[config.mk]
export PLATFORM = sky130hd
export DESIGN_NAME = feed_record_parser_gap_tracker_top
export DESIGN_NICKNAME = d
export VERILOG_FILES = /design/src/rtl/frgt_pkg.sv /design/src/rtl/frgt_ram.sv /design/src/rtl/frgt_datapath.sv /design/src/rtl/frgt_ctrl.sv /design/src/rtl/feed_record_parser_gap_tracker_top.sv
export SDC_FILE = /design/constraint.sdc
export NUM_CORES = 1
export LEC_CHECK = 0
export ABC_AREA = 1
export BUFFER_PORTS_ARGS = -buffer_cell sky130_fd_sc_hd__clkbuf_2
export CAP_MARGIN = 20
export CORE_MARGIN = 1.5
export CORE_UTILIZATION = 46
export CTS_CLUSTER_DIAMETER = 80
export DETAILED_ROUTE_END_ITERATION = 10
export PLACE_DENSITY_LB_ADDON = 0.12
export REMOVE_ABC_BUFFERS = 1
export SLEW_MARGIN = 20
export SYNTH_ARGS = -nofsm -noshare
export SYNTH_HDL_FRONTEND = slang
export SYNTH_SLANG_ARGS = --single-unit
[constraint.sdc]
create_clock -name clock -period 6.45 [get_ports clock]
set_input_delay 1.6125 -clock clock [delete_from_list [all_inputs] [get_ports clock]]
set_output_delay 1.6125 -clock clock [all_outputs]
set_load 0.01 [all_outputs]
[src/rtl/frgt_pkg.sv]
// shared types and constants for the feed record parser and gap tracker
package frgt_pkg;

   // default size of the tracked sequence space
   localparam int SEQ_SPACE_DEF = 256;

   // record layout, in byte positions
   localparam int RECORD_BYTES = 17;
   localparam int SYMBOL_BYTES = 4;
   localparam int QTY_END      = 9;
   localparam int SEQ_OFFSET   = 13;
   localparam int POS_W        = 5;
   localparam logic [POS_W-1:0] POS_SIDE = POS_W'(SYMBOL_BYTES);
   localparam logic [POS_W-1:0] POS_QTY  = POS_W'(QTY_END);
   localparam logic [POS_W-1:0] POS_SEQ  = POS_W'(SEQ_OFFSET);
   localparam logic [POS_W-1:0] POS_LAST = POS_W'(RECORD_BYTES - 1);

   // request codes
   localparam logic REQ_BYTE  = 1'b0;
   localparam logic REQ_QUERY = 1'b1;

   // result kinds
   localparam logic [1:0] KIND_RECORD  = 2'd0;
   localparam logic [1:0] KIND_MISSING = 2'd1;
   localparam logic [1:0] KIND_DONE    = 2'd2;

   // input word
   typedef struct packed {
      logic       req_type;
      logic [7:0] data_byte;
   } req_word_type;

   // result word
   typedef struct packed {
      logic [1:0]         kind;
      logic [31:0]        symbol;
      logic [7:0]         side;
      logic signed [31:0] quantity;
      logic signed [31:0] price;
      logic signed [31:0] seq_number;
      logic               seq_out_of_range;
      logic               partial_record;
   } rsp_word_type;

   // controller to datapath commands
   typedef struct packed {
      logic byte_load;
      logic query_done_now;
      logic scan_start;
      logic clear_step;
      logic probe_next;
      logic emit_missing;
      logic emit_scan_done;
   } frgt_cmd_type;

   // datapath to controller status
   typedef struct packed {
      logic clear_last;
      logic scan_empty;
      logic probe_end;
      logic map_bit;
      logic last_byte;
      logic out_busy;
   } frgt_status_type;

endpackage

[src/rtl/frgt_ram.sv]
// generic single write port ram with registered read
module frgt_ram #(
   parameter int WIDTH = 1,
   parameter int DEPTH = 256
) (
   input  logic                     clock,
   input  logic                     wr_en,
   input  logic [$clog2(DEPTH)-1:0] wr_addr,
   input  logic [WIDTH-1:0]         wr_data,
   input  logic [$clog2(DEPTH)-1:0] rd_addr,
   output logic [WIDTH-1:0]         rd_data
);
   logic [WIDTH-1:0] mem_ff [DEPTH];
   logic [WIDTH-1:0] rd_data_ff;

   // write port
   always_ff @(posedge clock) begin
      if (wr_en) begin
         mem_ff[wr_addr] <= wr_data;
      end
   end

   // registered read port
   always_ff @(posedge clock) begin
      rd_data_ff <= mem_ff[rd_addr];
   end

   assign rd_data = rd_data_ff;
endmodule

[src/rtl/frgt_datapath.sv]
// record assembly, seen map, scan cursor and output register
module frgt_datapath #(
   parameter int SEQ_SPACE = frgt_pkg::SEQ_SPACE_DEF
) (
   input  logic                      clock,
   input  logic                      reset,
   input  frgt_pkg::req_word_type    req_data,
   input  frgt_pkg::frgt_cmd_type    cmd,
   output frgt_pkg::frgt_status_type status,
   output logic                      rsp_valid,
   input  logic                      rsp_stall,
   output frgt_pkg::rsp_word_type    rsp_data
);
   import frgt_pkg::*;

   localparam int AW = $clog2(SEQ_SPACE);

   logic [POS_W-1:0] pos_ff, pos_in;
   logic [31:0]      symbol_ff, symbol_in;
   logic [7:0]       side_ff, side_in;
   logic [31:0]      qty_ff, qty_in;
   logic [31:0]      price_ff, price_in;
   logic [23:0]      seqhi_ff, seqhi_in;
   logic [AW-1:0]    highest_ff, highest_in;
   logic [AW-1:0]    cursor_ff, cursor_in;
   logic [AW-1:0]    probe_ff, probe_in;
   logic [AW-1:0]    clr_cnt_ff, clr_cnt_in;
   logic             out_valid_ff, out_valid_in;
   rsp_word_type     out_ff, out_in;

   logic [31:0]   seq_full;
   logic          seq_oor;
   logic          emit_record;
   logic          emit_done;
   logic          partial;
   logic          ram_we;
   logic [AW-1:0] ram_waddr;
   logic          ram_wdata;
   logic          ram_rdata;

   // sequence of the record completing on this byte
   assign seq_full    = {seqhi_ff, req_data.data_byte};
   assign seq_oor     = seq_full[31] || (seq_full >= 32'(SEQ_SPACE));
   assign emit_record = cmd.byte_load && (pos_ff == POS_LAST);
   assign emit_done   = cmd.query_done_now || cmd.emit_scan_done;
   assign partial     = (pos_ff != '0);

   // byte collection
   always_comb begin
      pos_in    = pos_ff;
      symbol_in = symbol_ff;
      side_in   = side_ff;
      qty_in    = qty_ff;
      price_in  = price_ff;
      seqhi_in  = seqhi_ff;
      if (cmd.byte_load) begin
         if (pos_ff < POS_SIDE) begin
            symbol_in = {symbol_ff[23:0], req_data.data_byte};
         end else if (pos_ff == POS_SIDE) begin
            side_in = req_data.data_byte;
         end else if (pos_ff < POS_QTY) begin
            qty_in = {qty_ff[23:0], req_data.data_byte};
         end else if (pos_ff < POS_SEQ) begin
            price_in = {price_ff[23:0], req_data.data_byte};
         end else if (pos_ff < POS_LAST) begin
            seqhi_in = {seqhi_ff[15:0], req_data.data_byte};
         end
         if (pos_ff == POS_LAST) begin
            pos_in = '0;
         end else begin
            pos_in = pos_ff + POS_W'(1);
         end
      end
   end

   // seen map writes: clearing pass or a completed in-range record
   always_comb begin
      ram_we    = 1'b0;
      ram_waddr = seq_full[AW-1:0];
      ram_wdata = 1'b1;
      if (cmd.clear_step) begin
         ram_we    = 1'b1;
         ram_waddr = clr_cnt_ff;
         ram_wdata = 1'b0;
      end else if (emit_record && !seq_oor) begin
         ram_we = 1'b1;
      end
   end

   frgt_ram #(
      .WIDTH (1),
      .DEPTH (SEQ_SPACE)
   ) u_seen_map (
      .clock   (clock),
      .wr_en   (ram_we),
      .wr_addr (ram_waddr),
      .wr_data (ram_wdata),
      .rd_addr (probe_ff),
      .rd_data (ram_rdata)
   );

   // highest sequence, scan cursor, probe and clear counter
   always_comb begin
      highest_in = highest_ff;
      cursor_in  = cursor_ff;
      probe_in   = probe_ff;
      clr_cnt_in = clr_cnt_ff;
      if (emit_record && !seq_oor && (seq_full[AW-1:0] > highest_ff)) begin
         highest_in = seq_full[AW-1:0];
      end
      if (cmd.scan_start) begin
         probe_in = cursor_ff;
      end else if (cmd.probe_next) begin
         probe_in = probe_ff + AW'(1);
      end
      if (cmd.emit_missing) begin
         cursor_in = probe_ff + AW'(1);
      end
      if (cmd.clear_step) begin
         clr_cnt_in = clr_cnt_ff + AW'(1);
      end
   end

   // output register
   always_comb begin
      out_in       = out_ff;
      out_valid_in = out_valid_ff && rsp_stall;
      if (emit_record) begin
         out_in.kind             = KIND_RECORD;
         out_in.symbol           = symbol_ff;
         out_in.side             = side_ff;
         out_in.quantity         = qty_ff;
         out_in.price            = price_ff;
         out_in.seq_number       = seq_full;
         out_in.seq_out_of_range = seq_oor;
         out_in.partial_record   = 1'b0;
         out_valid_in            = 1'b1;
      end else if (cmd.emit_missing || emit_done) begin
         out_in.kind             = cmd.emit_missing ? KIND_MISSING : KIND_DONE;
         out_in.symbol           = '0;
         out_in.side             = '0;
         out_in.quantity         = '0;
         out_in.price            = '0;
         out_in.seq_number       = cmd.emit_missing ? 32'(probe_ff) : '0;
         out_in.seq_out_of_range = 1'b0;
         out_in.partial_record   = partial;
         out_valid_in            = 1'b1;
      end
   end

   // registers
   always_ff @(posedge clock) begin
      if (reset) begin
         pos_ff       <= '0;
         highest_ff   <= '0;
         cursor_ff    <= AW'(1);
         clr_cnt_ff   <= '0;
         out_valid_ff <= 1'b0;
      end else begin
         pos_ff       <= pos_in;
         highest_ff   <= highest_in;
         cursor_ff    <= cursor_in;
         clr_cnt_ff   <= clr_cnt_in;
         out_valid_ff <= out_valid_in;
      end
   end

   always_ff @(posedge clock) begin
      symbol_ff <= symbol_in;
      side_ff   <= side_in;
      qty_ff    <= qty_in;
      price_ff  <= price_in;
      seqhi_ff  <= seqhi_in;
      probe_ff  <= probe_in;
      out_ff    <= out_in;
   end

   // status to the controller
   assign status.clear_last = (clr_cnt_ff == AW'(SEQ_SPACE - 1));
   assign status.scan_empty = (cursor_ff >= highest_ff);
   assign status.probe_end  = (({1'b0, probe_ff} + (AW+1)'(1)) >= {1'b0, highest_ff});
   assign status.map_bit    = ram_rdata;
   assign status.last_byte  = (pos_ff == POS_LAST);
   assign status.out_busy   = out_valid_ff && rsp_stall;

   assign rsp_valid = out_valid_ff;
   assign rsp_data  = out_ff;
endmodule

[src/rtl/frgt_ctrl.sv]
// controller: clearing pass, input acceptance and bitmap scan sequencing
module frgt_ctrl (
   input  logic                      clock,
   input  logic                      reset,
   input  logic                      req_valid,
   output logic                      req_stall,
   input  logic                      req_type,
   input  frgt_pkg::frgt_status_type status,
   output frgt_pkg::frgt_cmd_type    cmd
);
   import frgt_pkg::*;

   typedef enum logic [3:0] {
      ST_CLEAR    = 4'b0001,
      ST_IDLE     = 4'b0010,
      ST_SCAN_RD  = 4'b0100,
      ST_SCAN_CHK = 4'b1000
   } state_type;

   state_type state_ff, state_in;
   logic      need_out;
   logic      accept;

   // stall only when busy, or when this word makes a result and the output is held
   assign need_out  = (req_type == REQ_QUERY) || status.last_byte;
   assign req_stall = (state_ff != ST_IDLE) || (need_out && status.out_busy);
   assign accept    = req_valid && !req_stall;

   // next state and commands
   always_comb begin
      state_in = state_ff;
      cmd      = '0;
      case (state_ff)
         ST_CLEAR: begin
            cmd.clear_step = 1'b1;
            if (status.clear_last) begin
               state_in = ST_IDLE;
            end
         end
         ST_IDLE: begin
            if (accept) begin
               if (req_type == REQ_BYTE) begin
                  cmd.byte_load = 1'b1;
               end else if (status.scan_empty) begin
                  cmd.query_done_now = 1'b1;
               end else begin
                  cmd.scan_start = 1'b1;
                  state_in       = ST_SCAN_RD;
               end
            end
         end
         ST_SCAN_RD: begin
            state_in = ST_SCAN_CHK;
         end
         ST_SCAN_CHK: begin
            if (!status.map_bit) begin
               cmd.emit_missing = 1'b1;
               state_in         = ST_IDLE;
            end else if (status.probe_end) begin
               cmd.emit_scan_done = 1'b1;
               state_in           = ST_IDLE;
            end else begin
               cmd.probe_next = 1'b1;
               state_in       = ST_SCAN_RD;
            end
         end
         default: begin
            state_in = ST_IDLE;
         end
      endcase
   end

   // state register
   always_ff @(posedge clock) begin
      if (reset) begin
         state_ff <= ST_CLEAR;
      end else begin
         state_ff <= state_in;
      end
   end
endmodule

[src/rtl/feed_record_parser_gap_tracker_top.sv]
// Feed record parser and sequence gap tracker, top level.
// Bytes are taken one per cycle unless req_stall is high; the 17th byte of a record
// puts the decoded record on rsp the next cycle. A query with nothing to scan answers
// the next cycle; otherwise it does a ram read and a check per probed seen-map entry
// and blocks input meanwhile. After reset a clearing pass zeroes the seen map, req_stall high.
module feed_record_parser_gap_tracker_top #(
   parameter int SEQ_SPACE = frgt_pkg::SEQ_SPACE_DEF
) (
   input  logic                   clock,
   input  logic                   reset,
   input  logic                   req_valid,
   output logic                   req_stall,
   input  frgt_pkg::req_word_type req_data,
   output logic                   rsp_valid,
   input  logic                   rsp_stall,
   output frgt_pkg::rsp_word_type rsp_data
);
   import frgt_pkg::*;

   frgt_cmd_type    cmd;
   frgt_status_type status;

   // controller
   frgt_ctrl u_ctrl (
      .clock     (clock),
      .reset     (reset),
      .req_valid (req_valid),
      .req_stall (req_stall),
      .req_type  (req_data.req_type),
      .status    (status),
      .cmd       (cmd)
   );

   // datapath
   frgt_datapath #(
      .SEQ_SPACE (SEQ_SPACE)
   ) u_datapath (
      .clock     (clock),
      .reset     (reset),
      .req_data  (req_data),
      .cmd       (cmd),
      .status    (status),
      .rsp_valid (rsp_valid),
      .rsp_stall (rsp_stall),
      .rsp_data  (rsp_data)
   );
endmodule

Word level (Yosys, flattened, before mapping)
Memory sizes are Yosys's and may differ from the RTL's. A register that Yosys moved wholly into a read port is not among the register bits.
Cells that the tools add are included.
{ "word_totals": {"reg_bits": 310, "ram_bits": 256, "inputBits": 13, "out_inout_bits": 142, "word_cells": 106, "memories": 1} }
{ "op_classes": {"n_addsub": 4, "n_lt_le_gt_ge": 8, "eq_ne": 12, "muxes": 35, "bitwise_logic": 4, "n_reduce_logical": 22} }
{ "memory_table": {"columns": ["name", "depth", "width", "read_ports", "rd_ports_with_merged_regs", "wr", "line_no", "rtl"], "rows": [
  ["u_datapath.u_seen_map.mem_ff", 256, 1, 1, 1, 1, "frgt_ram.sv:13", "logic [WIDTH-1:0] mem_ff [DEPTH];"]
]} }
{ "ops": {"columns": ["cell", "n"], "rows": [
  ["$mux W138", 2],
  ["$ge A32 B9 Y1 const B", 1],
  ["$mux W8", 4],
  ["$mux W4", 5],
  ["$add A8 B1 Y8 const B", 2],
  ["$mux W1", 16],
  ["$pmux W4 S4", 1],
  ["$mux W3", 4],
  ["$lt A5 B4 Y1 const B", 2],
  ["$add A8 B1 Y9 const B", 1],
  ["$ge A9 B8 Y1", 1],
  ["$eq A8 B8 Y1 const B", 1],
  ["$ge A8 B8 Y1", 1],
  ["$gt A8 B8 Y1", 1],
  ["$reduce_and A4 Y1", 2],
  ["$logic_and A1 B1 Y1", 6],
  ["$ne A2 B2 Y1 const B", 3],
  ["$reduce_and A6 Y1", 1],
  ["$add A5 B1 Y5 const B", 1],
  ["$eq A5 B3 Y1 const B", 1],
  ["$eq A5 B5 Y1 const B", 1],
  ["$logic_or A1 B1 Y1", 5],
  ["$lt A5 B3 Y1 const B", 1],
  ["$lt A5 B5 Y1 const B", 1],
  ["15 further kinds", 21]
]} }

Depth between registers and ports, before layout
{ "depth": {"word_depth": 14, "mapped_depth": 23} }

By module
From an unflattened synthesis, not the netlist that was laid out.
{ "hier_totals": {"cells_unflattened": 2167, "area_unflattened_um2": 24701.2} }
{ "modules_own_cells": {"columns": ["mod", "n_inst", "cells_each", "area_each_um2", "seq_area_each_um2"], "rows": [
  ["frgt_datapath", 1, 935, 12693.4, 8858.5],
  ["frgt_ram", 1, 1184, 11717.5, 7707.4],
  ["frgt_ctrl", 1, 48, 290.3, 80.1]
]} }

Least setup slack after synthesis
No wires, ideal clock.
{ "synth_path": {"kind": "register to register", "from": "register u_datapath.probe_ff[0]", "to": "register u_datapath.out_ff, in the netlist u_datapath.rsp_data[100], enable pin", "setup_ns": 1.520, "arrival_time_ns": 5.512, "setup_slack_ns": -0.582, "path_stages_with_launch": 20, "path_cell_list": "edfxtp_1 clkbuf_1 inv_1 clkbuf_1 clkbuf_1 nor3_1 inv_1 nor2_1 inv_1 o21ai_0 inv_1 ha_1 nand2_1 nor2_1 nand2_1 nand2_1 nand2_1 nand2_1 nand2_1 nand3_1"} }
{ "synth_via": {"elab_chain_len": 8} }
{ "synth_lines": {"columns": ["element", "line_no", "rtl"], "rows": [
  ["start: declaration", "frgt_datapath.sv:26", "logic [AW-1:0] probe_ff, probe_in;"],
  ["start signal: assignment", "frgt_datapath.sv:174", "probe_ff <= probe_in;"],
  ["$add A8 B1 Y9", "frgt_datapath.sv:181", "assign status.probe_end = (({1'b0, probe_ff} + (AW+1)'(1)) >= {1'b0, highest_ff});"],
  ["$ge A9 B8 Y1", "frgt_datapath.sv:181", null],
  ["$mux W1", "frgt_ctrl.sv:59", "end else if (status.probe_end) begin"],
  ["$mux W1", "frgt_ctrl.sv:56", "if (!status.map_bit) begin"],
  ["$mux W3", "frgt_ctrl.sv:33", "case (state_ff)"],
  ["$logic_or A1 B1 Y1", "frgt_datapath.sv:45", "assign emit_done = cmd.query_done_now || cmd.emit_scan_done;"],
  ["$logic_or A1 B1 Y1", "frgt_datapath.sv:138", "end else if (cmd.emit_missing || emit_done) begin"],
  ["$reduce_bool A2 Y1 (no line)", null, null],
  ["end signal: assignment", "frgt_datapath.sv:175", "out_ff <= out_in;"],
  ["end: declaration", "frgt_datapath.sv:29", "rsp_word_type out_ff, out_in;"]
]} }
Every way passes these cells.
A chain may end at the register's enable or synchronous reset.

Worst setup path after layout
{ "layout_path": {"from": "register u_datapath.probe_ff[2]", "to": "register u_datapath.out_ff, in the netlist u_datapath.rsp_data[111], enable pin"} }
The elaborated chain is that of the path after synthesis.

==> results.cfg <==
[yosys]
synthXorXnorAreaFrac_pct = 0.184
synth-compound-area-share_pct = 2.85
yosysTopAreaCell = edfxtp_1
yosysWarnings = 0
syn-cell-area_um2 = 23800
synth_top_family_by_area = simple AND/OR/NAND/NOR gates
ys_seq_area_share_pct = 70.0
ys_types = 34
synth_top_area_share_pct = 66.8
synth_area_leaders = edfxtp_1, nor2_1, nand2_1
ys_seq_elements = 567
synth_mux_area_share_pct = 0
syn_avg_cell_area_um2 = 10.7
synth-adder-area-share_pct = 1.47
synthCells = 2226
synth-simple-area-share_pct = 19.5

[hold_path]
hp-class = flip-flop to flip-flop
worstHoldPathCells = 0
hold_end = u_datapath.qty_ff[14]
hp-start = u_datapath.qty_ff[6]

[die]
io_pins = 155
coreArea_um2 = 51200
die_w_um = 230
die_y_um = 230
num_rows = 83
die_area_um2 = 53000
initial_core_util_pct = 46.4

[setup_path]
r2r-start = u_datapath.probe_ff[2]
critPathCaptureType = flip-flop
cp.required_ns = 6.68
cp.arrival_ns = 4.95
critical_path_class = flip-flop to flip-flop
regToRegSetupSlack_ns = 1.73
worstPathMaxFanout = 70
start_kind = flip-flop
reg2reg_to = u_datapath.rsp_data[111]
reg2reg_depth = 19

[pwr]
p_per_area_nw_per_um2 = 285
p_comb_share_pct = 4.8
finalPower_mw = 7.71
netSwitchingPower_mw = 1.68
p_int_mw = 6.03
p_seq_share_pct = 53.1
leakage_nw = 10.7
clkPwrFrac_pct = 42.1
p_sw_share_pct = 21.8
ir_drop_mv = 0.315

[global_route]
grt_pass1_vias = 15000
grt_overflow = 0
antenna_found_initial = 0
grtUsageTotal_pct = 20.8
grt_pass1_wl_um = 85700
grt_max_degree = 109

[outcome]
status = completed

[detailed_routing]
vias = 15700
postRouteAntennaNets = 0
viasPerCell = 5.10
initialDrtViolationCount = 1324
wl_per_cell_um = 17.9
wl_um = 55100
drc = 0
drt_pass1_iterations = 6

[finish]
nFillCells = 4581
post-route-util_pct = 52.9
antenna_cells = 0
layout-drive-gt1-share_pct = 11.9
area_growth_pct = 13.9
layout.nets = 2399

[clock_tree]
post-cts-setup-buffers = 0
cts_tree = done
clkTransAtPathRegs_ns = 0.06
h-tree-depth = 2
clk_latency_ns = 0.61
cts-resized-gates = 0
clockBufferDepth = 3
tritoncts.num_buffers = 58
postCtsHoldBufs = 0
clock_sinks = 567
cts-root-buf = clkbuf_16

[sta]
tns_ns = 0
timing.fmax_ghz = 0.212
skew_ns = 0.0145
drv_slew = 0
setup_viol = 0
worst_slew_pin_slew_ns = 1.10
max-slew-margin-rel_pct = 26.6
final-hold-violation-count = 0
period_needed_ns = 4.72
grt_setup_unrepaired = no
period_share_pct = 73.2

[flow_run]
maxCapViolCount = 0

[placed_design]
port_buffers = 154
dp_hpwl_um = 33100
gp_congestion = 0.832
## cell usage after synthesis
cell	count
a211oi_1	1
a21boi_0	2
a21o_1	1
a21oi_1	41
a21oi_2	1
a31oi_1	1
and3_1	1
buf_1	8
buf_2	17
clkbuf_1	83
clkinv_1	4
dfxtp_1	38
edfxtp_1	529
ha_1	28
inv_1	254
inv_2	2
nand2_1	411
nand2_2	8
nand3_1	204
nand4_1	17
nand4_2	2
nor2_1	476
nor2_4	2
nor3_1	6
nor3b_1	2
nor4_1	5
o211ai_1	5
o21ai_0	60
o21ai_4	1
o21bai_1	1
o221a_2	2
o22ai_1	7
or2_2	1
xor2_1	5
## cells in the final DEF (no fill, tap or decap), types with 5 or more instances in the layout
master	count
nand2_1	411
clkbuf_8	5
inv_1	253
nand4_1	17
o21ai_0	60
clkbuf_2	154
nor2_1	475
a21oi_1	41
xor2_1	5
ha_1	28
o211ai_1	5
clkbuf_1	13
clkinv_2	11
nand2_2	8
buf_6	6
clkinv_1	14
o22ai_1	7
clkbuf_16	59
dfxtp_1	38
nand3_1	202
buf_4	19
edfxtp_1	529
## cell families after synthesis
logic type / count (synthesis)
and+or+nand+nor: 1135
adders and majority gates: 28
xor gates and xnor gates: 5
AOI/OAI and AO/OA: 123
buffers and inverters: 368
DFF: 567
## registers in the layout (all words and copies together) (netlist names)
name,count
u_datapath.probe_ff,8
u_datapath.u_seen_map.rd_data,1
u_datapath.seqhi_ff,24
u_datapath.price_ff,32
u_datapath.pos_ff,5
u_datapath.rsp_data,140
u_datapath.qty_ff,32
u_datapath.clr_cnt_ff,8
u_datapath.side_ff,8
u_datapath.u_seen_map.mem_ff,256
u_ctrl.state_ff,4
u_datapath.cursor_ff,8
u_datapath.highest_ff,8
u_datapath.symbol_ff,32
u_datapath.rsp_valid,1
## power by group through the flow
stage | Combinational, mW | Clock (mW) | Sequential (mW)
after global routing | 0.408 | 3.45 | 4.10
final | 0.370 | 3.24 | 4.10
after detailed placement | 0.363 | 0 | 4.17
after global placement | 0.349 | 0 | 4.17
after CTS | 0.364 | 3.32 | 4.10
after floorplan | 0.201 | 0 | 4.21
## how the worst max path moves through the flow
stage,start,end,slack (ns),cells after the start
finish,u_datapath.probe_ff[2],u_datapath.rsp_data[111],1.73,19
global placement,u_datapath.probe_ff[2],u_datapath.rsp_data[130],1.68,19
detailed placement,u_datapath.probe_ff[2],u_datapath.rsp_data[133],1.70,19
CTS,u_datapath.probe_ff[2],u_datapath.rsp_data[111],1.68,19
global route,u_datapath.probe_ff[2],u_datapath.rsp_data[134],1.19,19
floorplan,u_datapath.probe_ff[0],u_datapath.rsp_data[100],-4.41,16
## metrics by stage
| stage | cells | worst slack [ns] | instance area (um2) | hold WS [ns] |
|---|---|---|---|---|
| final | 3082 | 1.73 | 27100 | 0.442 |
| after global routing | 3082 | 1.19 | 27100 | 0.453 |
| after CTS | 3078 | 1.68 | 27000 | 0.446 |
| after detailed placement | 2974 | 1.70 | 25200 | 0.433 |
| after global placement | 2971 | 1.68 | 25200 | 0.428 |
| after floorplan | 2118 | -4.41 | 23300 | 0.426 |
## critical path: stages (launching register included)
cell and delay (ns):
edfxtp_1 0.32, buf_4 0.45, clkinv_1 0.17, nor3_1 0.20, inv_1 0.07, nor2_1 0.12
inv_1 0.07, o21ai_0 0.30, inv_1 0.08, ha_1 0.30, nand2_1 0.07, nor2_1 0.10
nand2_1 0.06, nand2_1 0.06, nand2_1 0.06, nand2_1 0.06, nand2_1 0.14, nand3_4 0.11
buf_4 0.69, buf_4 0.81
## final cells by class
class / instances / area (um2) / share of cell area, %
clock inverters: 27 / 231 / 0.855
inverters: 260 / 977 / 3.61
clock buffers: 77 / 1590 / 5.89
repair buffers: 180 / 996 / 3.68
well taps: 680 / 851 / 3.14
multi-input cells: 1291 / 5770 / 21.3
flip-flops and latches: 567 / 16600 / 61.5
## per-layer routing
layer	GRT usage, %	vias up	routed length [um]
li1	-	7620	-
met1	29.0	7529	24700
met2	33.9	497	25800
met3	2.63	85	3140
met4	6.80	0	1480
met5	0	-	0
Power figures use the tool's default switching activity.
